===== config.mk =====
export PLATFORM = sky130hd
export DESIGN_NAME = sha256_stream_hasher
export DESIGN_NICKNAME = d
export VERILOG_FILES = /design/src/shash_pkg.sv /design/src/sha256_stream_hasher.sv /design/src/shash_dp.sv /design/src/shash_ctrl.sv
export SDC_FILE = /design/constraint.sdc
export NUM_CORES = 2
export LEC_CHECK = 0
export BUFFER_PORTS_ARGS = -buffer_cell sky130_fd_sc_hd__buf_4
export CORE_MARGIN = 5
export CORE_UTILIZATION = 25
export CTS_CLUSTER_SIZE = 25
export DETAILED_ROUTE_END_ITERATION = 16
export PLACE_DENSITY = 0.39
export SYNTH_ARGS = -nofsm -noshare
export SYNTH_HDL_FRONTEND = slang
export SYNTH_HIERARCHICAL = 1
export SYNTH_SLANG_ARGS = --single-unit

===== constraint.sdc =====
create_clock -name clk -period 11.6 [get_ports clk]
set_input_delay 0.58 -clock clk [delete_from_list [all_inputs] [get_ports clk]]
set_output_delay 0.58 -clock clk [all_outputs]
set_load 0.02 [all_outputs]

===== src/shash_pkg.sv =====
`default_nettype none
// ----------------------------------------------------------------------------
// shash_pkg: shared types and constants of the SHA-256 stream hasher
// Holds the round constants, initial hash values and the command and status
// structs that pass between the controller and the datapath.
// ----------------------------------------------------------------------------
package shash_pkg;

  localparam int unsigned NUM_ROUNDS = 64;
  localparam int unsigned NUM_WORDS  = 8;
  localparam logic [7:0]  PAD_MARK   = 8'h80;

  typedef logic [31:0] word_t;

  // Source of the byte shifted into the block buffer
  typedef enum logic [1:0] {
    SRC_IN   = 2'd0,
    SRC_MARK = 2'd1,
    SRC_ZERO = 2'd2,
    SRC_LEN  = 2'd3
  } byte_src_t;

  typedef struct packed {
    logic      shift;      // shift one byte into the block buffer
    byte_src_t src;        // where that byte comes from
    logic      count;      // count one message byte
    logic      load;       // copy hash words into working variables
    logic      round;      // run one compression round
    logic [5:0] round_idx; // round number
    logic      fold;       // add working variables into hash words
    logic      clear;      // return to the initial hash state
    logic [2:0] word_idx;  // digest word on the output
  } dp_cmd_t;

  typedef struct packed {
    logic [5:0] fill;      // bytes pending in the block buffer
  } dp_stat_t;

  localparam word_t HASH_INIT [NUM_WORDS] = '{
    32'h6a09e667, 32'hbb67ae85, 32'h3c6ef372, 32'ha54ff53a,
    32'h510e527f, 32'h9b05688c, 32'h1f83d9ab, 32'h5be0cd19
  };

  localparam word_t ROUND_K [NUM_ROUNDS] = '{
    32'h428a2f98, 32'h71374491, 32'hb5c0fbcf, 32'he9b5dba5,
    32'h3956c25b, 32'h59f111f1, 32'h923f82a4, 32'hab1c5ed5,
    32'hd807aa98, 32'h12835b01, 32'h243185be, 32'h550c7dc3,
    32'h72be5d74, 32'h80deb1fe, 32'h9bdc06a7, 32'hc19bf174,
    32'he49b69c1, 32'hefbe4786, 32'h0fc19dc6, 32'h240ca1cc,
    32'h2de92c6f, 32'h4a7484aa, 32'h5cb0a9dc, 32'h76f988da,
    32'h983e5152, 32'ha831c66d, 32'hb00327c8, 32'hbf597fc7,
    32'hc6e00bf3, 32'hd5a79147, 32'h06ca6351, 32'h14292967,
    32'h27b70a85, 32'h2e1b2138, 32'h4d2c6dfc, 32'h53380d13,
    32'h650a7354, 32'h766a0abb, 32'h81c2c92e, 32'h92722c85,
    32'ha2bfe8a1, 32'ha81a664b, 32'hc24b8b70, 32'hc76c51a3,
    32'hd192e819, 32'hd6990624, 32'hf40e3585, 32'h106aa070,
    32'h19a4c116, 32'h1e376c08, 32'h2748774c, 32'h34b0bcb5,
    32'h391c0cb3, 32'h4ed8aa4a, 32'h5b9cca4f, 32'h682e6ff3,
    32'h748f82ee, 32'h78a5636f, 32'h84c87814, 32'h8cc70208,
    32'h90befffa, 32'ha4506ceb, 32'hbef9a3f7, 32'hc67178f2
  };

endpackage
`default_nettype wire


===== src/sha256_stream_hasher.sv =====
`default_nettype none
// ----------------------------------------------------------------------------
// sha256_stream_hasher: byte-serial SHA-256 hasher
// Hashes a byte stream and transfers the eight digest words at message end.
// ----------------------------------------------------------------------------
// A message byte without a block boundary is taken without a stall. Filling the
// 64th byte of a block starts a compression (load, 64 rounds on one shared
// round unit, fold). At message end the controller shifts in the pad mark,
// zeros and the 64-bit length one byte per cycle, so finishing takes the
// padding shifts plus one or two compressions, then eight digest transfers,
// word 0 first, last_word set on word 7. The input stalls from message end
// until the last digest word has been taken.
module sha256_stream_hasher (
  input  wire logic        clk,
  input  wire logic        rst_n,
  input  wire logic        in_valid,
  output logic             in_stall,
  input  wire logic [7:0]  in_data_byte,
  input  wire logic        in_byte_valid,
  input  wire logic        in_end_of_message,
  output logic             out_valid,
  input  wire logic        out_stall,
  output logic [31:0]      out_digest_word,
  output logic [2:0]       out_word_index,
  output logic             out_last_word
);

  shash_pkg::dp_cmd_t  cmd;
  shash_pkg::dp_stat_t stat;

  shash_ctrl u_ctrl (
    .clk               (clk),
    .rst_n             (rst_n),
    .in_valid          (in_valid),
    .in_stall          (in_stall),
    .in_byte_valid     (in_byte_valid),
    .in_end_of_message (in_end_of_message),
    .out_valid         (out_valid),
    .out_stall         (out_stall),
    .word_idx          (out_word_index),
    .cmd               (cmd),
    .stat              (stat)
  );

  shash_dp u_dp (
    .clk     (clk),
    .rst_n   (rst_n),
    .in_byte (in_data_byte),
    .cmd     (cmd),
    .stat    (stat),
    .digest  (out_digest_word)
  );

  assign out_last_word = (out_word_index == 3'd7);

  // Never take input while digest words are pending
  a_no_in_during_out: assert property (@(posedge clk) disable iff (!rst_n)
    out_valid |-> in_stall) else $error("input open during digest transfer");

  // Final word transfer ends the output burst
  a_last_ends: assert property (@(posedge clk) disable iff (!rst_n)
    (out_valid && !out_stall && out_last_word) |=> !out_valid)
    else $error("output continued after last word");

  // Word index advances by one on each transfer within a burst
  a_idx_step: assert property (@(posedge clk) disable iff (!rst_n)
    (out_valid && !out_stall && !out_last_word) |=>
    (out_valid && out_word_index == $past(out_word_index) + 3'd1))
    else $error("digest word index skipped");

endmodule
`default_nettype wire


===== src/shash_dp.sv =====
`default_nettype none
// ----------------------------------------------------------------------------
// shash_dp: SHA-256 datapath
// Block buffer as a byte shift line that doubles as the message schedule
// window, working variables with one round unit, hash words and counters.
// ----------------------------------------------------------------------------
module shash_dp (
  input  wire logic              clk,
  input  wire logic              rst_n,
  input  wire logic [7:0]        in_byte,
  input  wire shash_pkg::dp_cmd_t cmd,
  output shash_pkg::dp_stat_t    stat,
  output shash_pkg::word_t       digest
);

  logic [511:0]     buf_r;
  shash_pkg::word_t v_r [8];
  shash_pkg::word_t h_r [8];
  logic [5:0]       fill_r;
  logic [60:0]      len_r;

  shash_pkg::word_t win [16];
  shash_pkg::word_t w_new, s0, s1, bs0, bs1, ch, maj, t1, t2;
  logic [63:0]      bits;
  logic [7:0]       byte_sel;

  // Word 15 is the current schedule word w[t], word 0 is w[t+15]
  always_comb begin
    for (int i = 0; i < 16; i++) begin
      win[i] = buf_r[32*i +: 32];
    end
  end

  // Schedule expansion
  always_comb begin
    s0 = ({win[14][6:0], win[14][31:7]}) ^ ({win[14][17:0], win[14][31:18]})
         ^ (win[14] >> 3);
    s1 = ({win[1][16:0], win[1][31:17]}) ^ ({win[1][18:0], win[1][31:19]})
         ^ (win[1] >> 10);
    w_new = win[15] + s0 + win[6] + s1;
  end

  // Round function
  always_comb begin
    bs1 = ({v_r[4][5:0], v_r[4][31:6]}) ^ ({v_r[4][10:0], v_r[4][31:11]})
          ^ ({v_r[4][24:0], v_r[4][31:25]});
    ch  = (v_r[4] & v_r[5]) ^ (~v_r[4] & v_r[6]);
    t1  = v_r[7] + bs1 + ch + shash_pkg::ROUND_K[cmd.round_idx] + win[15];
    bs0 = ({v_r[0][1:0], v_r[0][31:2]}) ^ ({v_r[0][12:0], v_r[0][31:13]})
          ^ ({v_r[0][21:0], v_r[0][31:22]});
    maj = (v_r[0] & v_r[1]) ^ (v_r[0] & v_r[2]) ^ (v_r[1] & v_r[2]);
    t2  = bs0 + maj;
  end

  // Select the byte to shift in; length bytes go out most significant first
  always_comb begin
    bits = {len_r, 3'b000};
    unique case (cmd.src)
      shash_pkg::SRC_IN:   byte_sel = in_byte;
      shash_pkg::SRC_MARK: byte_sel = shash_pkg::PAD_MARK;
      shash_pkg::SRC_ZERO: byte_sel = 8'h00;
      shash_pkg::SRC_LEN:  byte_sel = bits[(6'd63 - {fill_r[2:0], 3'b000}) -: 8];
      default:             byte_sel = 8'h00;
    endcase
  end

  // Buffer and working variables
  always_ff @(posedge clk) begin
    if (cmd.shift) begin
      buf_r <= {buf_r[503:0], byte_sel};
    end else if (cmd.round) begin
      buf_r <= {buf_r[479:0], w_new};
    end
    if (cmd.load) begin
      v_r <= h_r;
    end else if (cmd.round) begin
      v_r[7] <= v_r[6];
      v_r[6] <= v_r[5];
      v_r[5] <= v_r[4];
      v_r[4] <= v_r[3] + t1;
      v_r[3] <= v_r[2];
      v_r[2] <= v_r[1];
      v_r[1] <= v_r[0];
      v_r[0] <= t1 + t2;
    end
  end

  // Hash words and counters
  always_ff @(posedge clk) begin
    if (!rst_n || cmd.clear) begin
      h_r    <= shash_pkg::HASH_INIT;
      fill_r <= '0;
      len_r  <= '0;
    end else begin
      if (cmd.fold) begin
        for (int i = 0; i < 8; i++) begin
          h_r[i] <= h_r[i] + v_r[i];
        end
      end
      if (cmd.shift) begin
        fill_r <= fill_r + 6'd1;
      end
      if (cmd.count) begin
        len_r <= len_r + 61'd1;
      end
    end
  end

  assign stat.fill = fill_r;
  assign digest    = h_r[cmd.word_idx];

endmodule
`default_nettype wire


===== src/shash_ctrl.sv =====
`default_nettype none
// ----------------------------------------------------------------------------
// shash_ctrl: SHA-256 controller
// Sequences byte intake, padding, the 64 compression rounds and the
// transfer of the eight digest words.
// ----------------------------------------------------------------------------
module shash_ctrl (
  input  wire logic               clk,
  input  wire logic               rst_n,
  input  wire logic               in_valid,
  output logic                    in_stall,
  input  wire logic               in_byte_valid,
  input  wire logic               in_end_of_message,
  output logic                    out_valid,
  input  wire logic               out_stall,
  output logic [2:0]              word_idx,
  output shash_pkg::dp_cmd_t      cmd,
  input  wire shash_pkg::dp_stat_t stat
);

  typedef enum logic [3:0] {
    ST_IDLE, ST_MARK, ST_ZERO, ST_LEN, ST_START, ST_ROUND, ST_FOLD, ST_OUT
  } state_t;

  state_t     state_r, state_nxt;
  logic [5:0] rnd_r, rnd_nxt;
  logic [2:0] idx_r, idx_nxt;
  logic       pad_r, pad_nxt;    // message end seen
  logic       mark_r, mark_nxt;  // pad mark already placed
  logic       last_r, last_nxt;  // length block loaded
  logic       acc;

  assign acc      = in_valid && (state_r == ST_IDLE);
  assign in_stall = (state_r != ST_IDLE);
  assign out_valid = (state_r == ST_OUT);
  assign word_idx  = idx_r;

  always_comb begin
    state_nxt = state_r;
    rnd_nxt   = rnd_r;
    idx_nxt   = idx_r;
    pad_nxt   = pad_r;
    mark_nxt  = mark_r;
    last_nxt  = last_r;
    cmd       = '0;
    cmd.src   = shash_pkg::SRC_IN;
    cmd.round_idx = rnd_r;
    cmd.word_idx  = idx_r;
    unique case (state_r)
      ST_IDLE: begin
        if (acc) begin
          if (in_byte_valid) begin
            cmd.shift = 1'b1;
            cmd.count = 1'b1;
          end
          if (in_byte_valid && stat.fill == 6'd63) begin
            pad_nxt   = in_end_of_message;
            state_nxt = ST_START;
          end else if (in_end_of_message) begin
            pad_nxt   = 1'b1;
            state_nxt = ST_MARK;
          end
        end
      end
      ST_MARK: begin
        cmd.shift = 1'b1;
        cmd.src   = shash_pkg::SRC_MARK;
        mark_nxt  = 1'b1;
        if (stat.fill == 6'd63) begin
          state_nxt = ST_START;
        end else if (stat.fill == 6'd55) begin
          state_nxt = ST_LEN;
        end else begin
          state_nxt = ST_ZERO;
        end
      end
      ST_ZERO: begin
        cmd.shift = 1'b1;
        cmd.src   = shash_pkg::SRC_ZERO;
        if (stat.fill == 6'd63) begin
          state_nxt = ST_START;
        end else if (stat.fill == 6'd55) begin
          state_nxt = ST_LEN;
        end
      end
      ST_LEN: begin
        cmd.shift = 1'b1;
        cmd.src   = shash_pkg::SRC_LEN;
        if (stat.fill == 6'd63) begin
          last_nxt  = 1'b1;
          state_nxt = ST_START;
        end
      end
      ST_START: begin
        cmd.load  = 1'b1;
        rnd_nxt   = '0;
        state_nxt = ST_ROUND;
      end
      ST_ROUND: begin
        cmd.round = 1'b1;
        rnd_nxt   = rnd_r + 6'd1;
        if (rnd_r == 6'd63) begin
          state_nxt = ST_FOLD;
        end
      end
      ST_FOLD: begin
        cmd.fold = 1'b1;
        idx_nxt  = '0;
        priority if (!pad_r) begin
          state_nxt = ST_IDLE;
        end else if (last_r) begin
          state_nxt = ST_OUT;
        end else if (!mark_r) begin
          state_nxt = ST_MARK;
        end else begin
          state_nxt = ST_ZERO;
        end
      end
      ST_OUT: begin
        if (!out_stall) begin
          idx_nxt = idx_r + 3'd1;
          if (idx_r == 3'd7) begin
            cmd.clear = 1'b1;
            pad_nxt   = 1'b0;
            mark_nxt  = 1'b0;
            last_nxt  = 1'b0;
            state_nxt = ST_IDLE;
          end
        end
      end
      default: state_nxt = ST_IDLE;
    endcase
  end

  // Hold state and sequencing registers
  always_ff @(posedge clk) begin
    if (!rst_n) begin
      state_r <= ST_IDLE;
      rnd_r   <= '0;
      idx_r   <= '0;
      pad_r   <= 1'b0;
      mark_r  <= 1'b0;
      last_r  <= 1'b0;
    end else begin
      state_r <= state_nxt;
      rnd_r   <= rnd_nxt;
      idx_r   <= idx_nxt;
      pad_r   <= pad_nxt;
      mark_r  <= mark_nxt;
      last_r  <= last_nxt;
    end
  end

endmodule
`default_nettype wire


# Yosys cells after proc, flatten, opt, wreduce, memory -nomap -nowiden

Memories as Yosys holds them, arrays and structs flattened.
Cells that the tools add are included.

Bitwise gates (word level): 19
Add/subtract/negate cells: 23
Equality and inequality tests: 21
Muxes and demuxes: 48
Shift operators: 1
Reductions and logical operators: 20
Magnitude comparators: 2

Operators with widths:

| operator                                                                 | number |
|---|---|
| 512-bit two-way mux                                                      | 2 |
| 32-bit adder                                                             | 18 |
| 256-bit two-way mux                                                      | 2 |
| 32-bit bitwise XOR                                                       | 9 |
| 32-bit AND                                                               | 5 |
| 32-bit two-way mux                                                       | 4 |
| 32-bit binary-select mux with 3-bit select                               | 1 |
| 71-bit by 7-bit variable part select with 8-bit output                   | 1 |
| 61-bit by 1-bit adder with 61-bit output (second input constant)         | 1 |
| 4-bit two-way mux                                                        | 10 |
| 32-bit NOT                                                               | 1 |
| 4-bit one-hot mux with 8 select lines                                    | 1 |
| 8-bit one-hot mux with 4 select lines                                    | 1 |
| 32-bit by 22-bit bitwise XOR with 32-bit output                          | 1 |
| 32-bit by 29-bit bitwise XOR with 32-bit output                          | 1 |
| 6-bit equality test (second input constant)                              | 3 |
| 4-bit by 3-bit equality test with 1-bit output (second input constant)   | 4 |
| 1-bit two-way mux                                                        | 16 |
| 2-bit nonzero test                                                       | 7 |
| 6-bit by 1-bit adder with 6-bit output (second input constant)           | 2 |
| 6-bit one-hot mux with 2 select lines                                    | 1 |
| 3-bit two-way mux                                                        | 3 |
| 4-bit by 2-bit equality test with 1-bit output (second input constant)   | 2 |
| 2-bit by 1-bit inequality test with 1-bit output (second input constant) | 4 |
| 29 further kinds                                                         | 34 |

Bits of input ports: 14
Memories kept: 1
Logic and storage cells: 160
Bits in registers: 1,107
Output and inout bits: 38
Bits in read-only memories: 2,048

Memory list:

| memory           | words | width | read ports | clocked after memory_dff | write ports | line           | RTL |
|---|---|---|---|---|---|---|---|
| (name not given) | 64    | 32    | 1          | 0                        | 0           | shash_dp.sv:48 | `t1 = v_r[7] + bs1 + ch + shash_pkg::ROUND_K[cmd.round_idx] + win[15];` |

# Depth between registers and ports, before layout

Depth in word-level cells: 9
Gate-level depth with buffers: 40
Mapped depth without buffers: 38

# Modules after synthesis

Netlist, hierarchy kept.

Modules (own cells, without submodules):

| module               | cells each | area each (um^2) | times used | sequential area each (um^2) |
|---|---|---|---|---|
| shash_dp             | 6,956      | 73,753.2         | 1          | 29,528.3 |
| shash_ctrl           | 132        | 1,036.0          | 1          | 300.3 |
| sha256_stream_hasher | 1          | 6.3              | 1          | 0.0 |

# Worst setup path after synthesis

Ideal clock, no wire load.

Path kind: register to register
Start point: register u_ctrl.state_r[1]
End point: register u_dp.buf_r[0], enable pin
Arrival: 7.878 ns
Setup slack: 3.055 ns
Cell stages (with the launch flop): 9
Period minus slack after synthesis: 8.545 ns
Path buffers: 5
Required time: 10.933 ns
Setup time: 0.667 ns
Path through: dfxtp_1 buf_4 clkbuf_1 nor2_1 a21oi_1 clkbuf_1 clkbuf_1 buf_1 or2_2

RTL lines:

| item                   | line              | RTL |
|---|---|---|
| from (decl)            | shash_ctrl.sv:25  | `state_t state_r, state_nxt;` |
| from (signal assigned) | shash_ctrl.sv:145 | `state_r <= state_nxt;` |
| to (signal assigned)   | shash_dp.sv:70    | `buf_r <= {buf_r[503:0], byte_sel};` |
| to (signal assigned)   | shash_dp.sv:72    | `buf_r <= {buf_r[479:0], w_new};` |
| to (decl)              | shash_dp.sv:16    | `logic [511:0] buf_r;` |

# Final worst setup path

Start point: register u_ctrl.rnd_r[1]
End point: register u_dp/v_r[255] (netlist name), data pin

Longest elaborated chain between the ends: 9

RTL lines:

| item                                                   | line              | RTL |
|---|---|---|
| from (decl)                                            | shash_ctrl.sv:26  | `logic [5:0] rnd_r, rnd_nxt;` |
| from (signal assigned)                                 | shash_ctrl.sv:146 | `rnd_r <= rnd_nxt;` |
| 6-bit NOT with 7-bit output (not written as such)      | shash_dp.sv:48    |  |
| memory read 64 x 32 bit                                | -                 |  |
| 32-bit two-way mux (not written as such) (2 in series) | shash_dp.sv:48    |  |
| 32-bit adder (2 in series)                             | shash_dp.sv:48    |  |
| 32-bit adder                                           | shash_dp.sv:84    | `v_r[0] <= t1 + t2;` |
| 256-bit two-way mux                                    | shash_dp.sv:76    | `end else if (cmd.round) begin` |
| 256-bit two-way mux                                    | shash_dp.sv:74    | `if (cmd.load) begin` |
| to (signal assigned)                                   | shash_dp.sv:75    | `v_r <= h_r;` |
| to (decl)                                              | shash_dp.sv:17    | `shash_pkg::word_t v_r [8];` |

No other way between the ends. The select of a mux whose other input is x is not followed.
A chain may end at the register's enable or synchronous reset.

==> reports/qor.csv <==
stage,metric,value,unit
sta,Final period util,0.852,
clocking,CTS Buf Count,151,
worst_setup_path,Required @ worst endpoint,12230,ps
cells_and_area,Synth-to-Final Area Change,12.5,%
run,Max-Cap Viols,0,
placement,dpl cell area,79500,sq um
route,Pre-Repair DR Iteration Count,5,
clocking,Hold Buf Count CTS,1,
synthesis,largest family of logic cells by synthesized area,multiplexers,
sta,final setup fails,0,
sta,Max Clk Rate,101,MHz
sta,Clock Skew,51.5,ps
worst_setup_path,Crit path buffers/inverters,6,
worst_setup_path,Setup CP Type,flip-flop to flip-flop,
sta,Slew headroom,0.173,
route,vias,54100,
clocking,Clock Tree Root,clkbuf_16,
synthesis,Post-synth EDFFs,768,
clocking,"Clk pin slew, worst setup/hold paths",60,ps
synthesis,synth warn,6,
route,post-route ant nets,0,
die,Die ar.,310000,sq um
synthesis,synthesized area,74800,sq um
placement,hpwl dp,190000,um
worst_setup_path,crit path capture type,flip-flop,
synthesis,Post-synth top flop,edfxtp_1,
sta,RSZ-0062 raised after global routing,no,
cells_and_area,design area,84200,sq um
cells_and_area,"most common cell after layout, fill and taps aside",edfxtp_1,
clocking,htree depth,4,
synthesis,synth unique cells,105,
synthesis,ranking of synthesized cells by area,"edfxtp_1 31%, mux2_2 10%, dfxtp_1 9.0%, ha_1 6.6%, fa_1 5.2%",
die,io pins,52,
placement,port buffer count,51,
worst_setup_path,Worst R2R Setup Slack,1710,ps
global_route,initial antenna violation count,6,
die,die height,557,um
sta,fin crit period,9890,ps
clocking,Resized Gates After CTS,0,
synthesis,adder-cell share of the synthesized area,0.121,
worst_setup_path,crit path max fanout,14,
cells_and_area,most frequent cells in the layout,"768 x edfxtp_1, 684 x mux2_2, 516 x nor2_1",
clocking,CTS Sinks,1106,
clocking,TritonCTS clock tree,yes,
cells_and_area,Nets,7627,
sta,pins over their slew limit,0,
worst_setup_path,Worst path top cell family by delay,adder cells,
global_route,total global-route track usage,0.160,
synthesis,Synth Area in XOR/XNOR,0.0707,
synthesis,"Seq/Total Area, Yosys",0.399,
route,# DRC,0,
worst_setup_path,crit path DAT,10520,ps
synthesis,post-synthesis cell count,7089,
global_route,largest net degree at the start of global routing,184,
route,1st-iter DRT viols,4551,
global_route,global-route wire length before repair,374000,um
route,drt via density,4.89,
cells_and_area,layout cells sized above 1,0.163,
clocking,Post-CTS Setup Inserts,0,
die,initial core utilization,0.252,
worst_setup_path,CP max stage cell,nor2_1,
synthesis,simple-gate share of the synthesized area,0.0950,
synthesis,#FFs+latches synth,1106,
worst_setup_path,Crit path largest cell delay,700,ps
cells_and_area,Final Util,0.283,
synthesis,"FFs w/ async S/R, synth",0,
synthesis,mux cell area share after synthesis,0.145,
clocking,worst skew pair latency,820,ps
worst_setup_path,startpoint types,flip-flop,
die,Core ar.,297000,sq um
clocking,Clock Path Buffers,4,
route,Avg WL per Cell,23.1,um
synthesis,complex-gate fraction of the synthesized area,0.132,
sta,Final Hold Viols,0,
die,Rows,200,
placement,global placement routability congestion,0.848,
synthesis,share of the synthesized area in the top cell type,0.308,
global_route,vias in the first global route,53200,
sta,hold_ws,121,ps
synthesis,"area leader, netlist",edfxtp_1,
die,DIE WIDTH,557,um
synthesis,Synth Net Count,7692,
sta,pin slew with the least headroom to its limit,1230,ps
synthesis,syn_area_per_cell,10.6,sq um
worst_hold_path,worst hold path type,input port to flip-flop,
route,final wirelength,255000,um
sta,Setup TNS,0,ps
global_route,GR Overflow Total,0,
run_status,status,finished clean,
[layout make-up]
class / count / area (sq um)
diodes: 3 / 7.51
clock buffers: 209 / 4170
clock inverters: 51 / 477
fillers: 31100 / 213000
inverters: 408 / 1540
multi-input cells: 5226 / 42100
flip-flops and latches: 1106 / 29800
well taps: 3939 / 4930
repair buffers: 131 / 1050
[worst register-to-register path, delay by kind of cell (launching register included)]
family / cells / cell delay [ps]
adders and majority gates: 8 / 3390
AOI/OAI and AO/OA: 14 / 3360
and+or+nand+nor: 6 / 1360
buffers and inverters: 6 / 780
xor gates and xnor gates: 2 / 520
DFF: 1 / 330
[per-layer routing]
metal  global-route usage  wire (um)
met1                0.239     127000
met2                0.244     111000
met3               0.0231      12700
met4               0.0317       4840
met5                    0         20
[synth_stat cells (15+ instances only)]
| cell type | n |
|---|---|
| a211oi_1 | 47 |
| a21o_1 | 155 |
| a21oi_1 | 424 |
| a31oi_1 | 56 |
| a41oi_1 | 15 |
| and2_1 | 27 |
| and3_1 | 48 |
| and4_1 | 15 |
| buf_1 | 41 |
| clkbuf_1 | 297 |
| dfxtp_1 | 338 |
| edfxtp_1 | 768 |
| fa_1 | 195 |
| ha_1 | 394 |
| inv_1 | 403 |
| maj3_1 | 19 |
| mux2_2 | 684 |
| mux2i_1 | 128 |
| mux4_2 | 82 |
| nand2_1 | 483 |
| nand2b_1 | 65 |
| nand3_1 | 106 |
| nand4_1 | 38 |
| nor2_1 | 517 |
| nor2b_1 | 52 |
| nor3_1 | 91 |
| o211ai_1 | 40 |
| o21a_1 | 78 |
| o21ai_0 | 451 |
| o21ai_1 | 26 |
| o21bai_1 | 36 |
| o22ai_1 | 17 |
| o311ai_0 | 15 |
| o31ai_1 | 34 |
| or3_1 | 39 |
| xnor2_1 | 354 |
| xor2_1 | 247 |
[state kept, by name (all words and copies together), names as in the netlist]
register,count
u_ctrl/state_r,3
u_ctrl/pad_r,1
u_dp/buf_r,512
u_dp/h_r,256
u_ctrl/word_idx,3
u_ctrl/mark_r,1
u_dp/v_r,256
u_dp/stat,6
u_dp/len_r,61
u_ctrl/rnd_r,6
u_ctrl/last_r,1
[worst paths after layout]
| check | from | endpoint | cells after the start |
|---|---|---|---|
| hold / removal | out_stall | u_ctrl/word_idx[0]$_SDFFE_PN0P_ | 4 |
| setup / recovery | u_ctrl/rnd_r[1]$_SDFFE_PN0P_ | u_dp/v_r[255]$_DFFE_PP_ | 36 |
| hold reg to reg | u_ctrl/mark_r$_SDFFE_PN0P_ | u_ctrl/mark_r$_SDFFE_PN0P_ | 2 |
| setup reg to reg | u_ctrl/rnd_r[1]$_SDFFE_PN0P_ | u_dp/v_r[255]$_DFFE_PP_ | 36 |
[through the flow]
step	instances	worst slack [ps]
2_1_floorplan	7089	3050
3_3_place_gp	10800	1940
3_5_place_dp	10800	1910
4_1_cts	11100	1870
5_1_grt	11100	1110
6_report	11100	1710
[logic make-up (layout without fill, tap and decap cells)]
kind of cell	after synthesis	in the layout
AO/OA/AOI/OAI	1569	1569
XOR/XNOR	602	602
adder cells (fa/ha/maj)	608	608
buffers and inverters	757	799
flip-flops	1106	1106
multiplexers	894	894
other	0	3
AND/OR/NAND/NOR	1553	1553
Power is left out: the tool's default activity adds up to more than one toggle a clock period on the data nets, which glitch-free logic cannot reach.
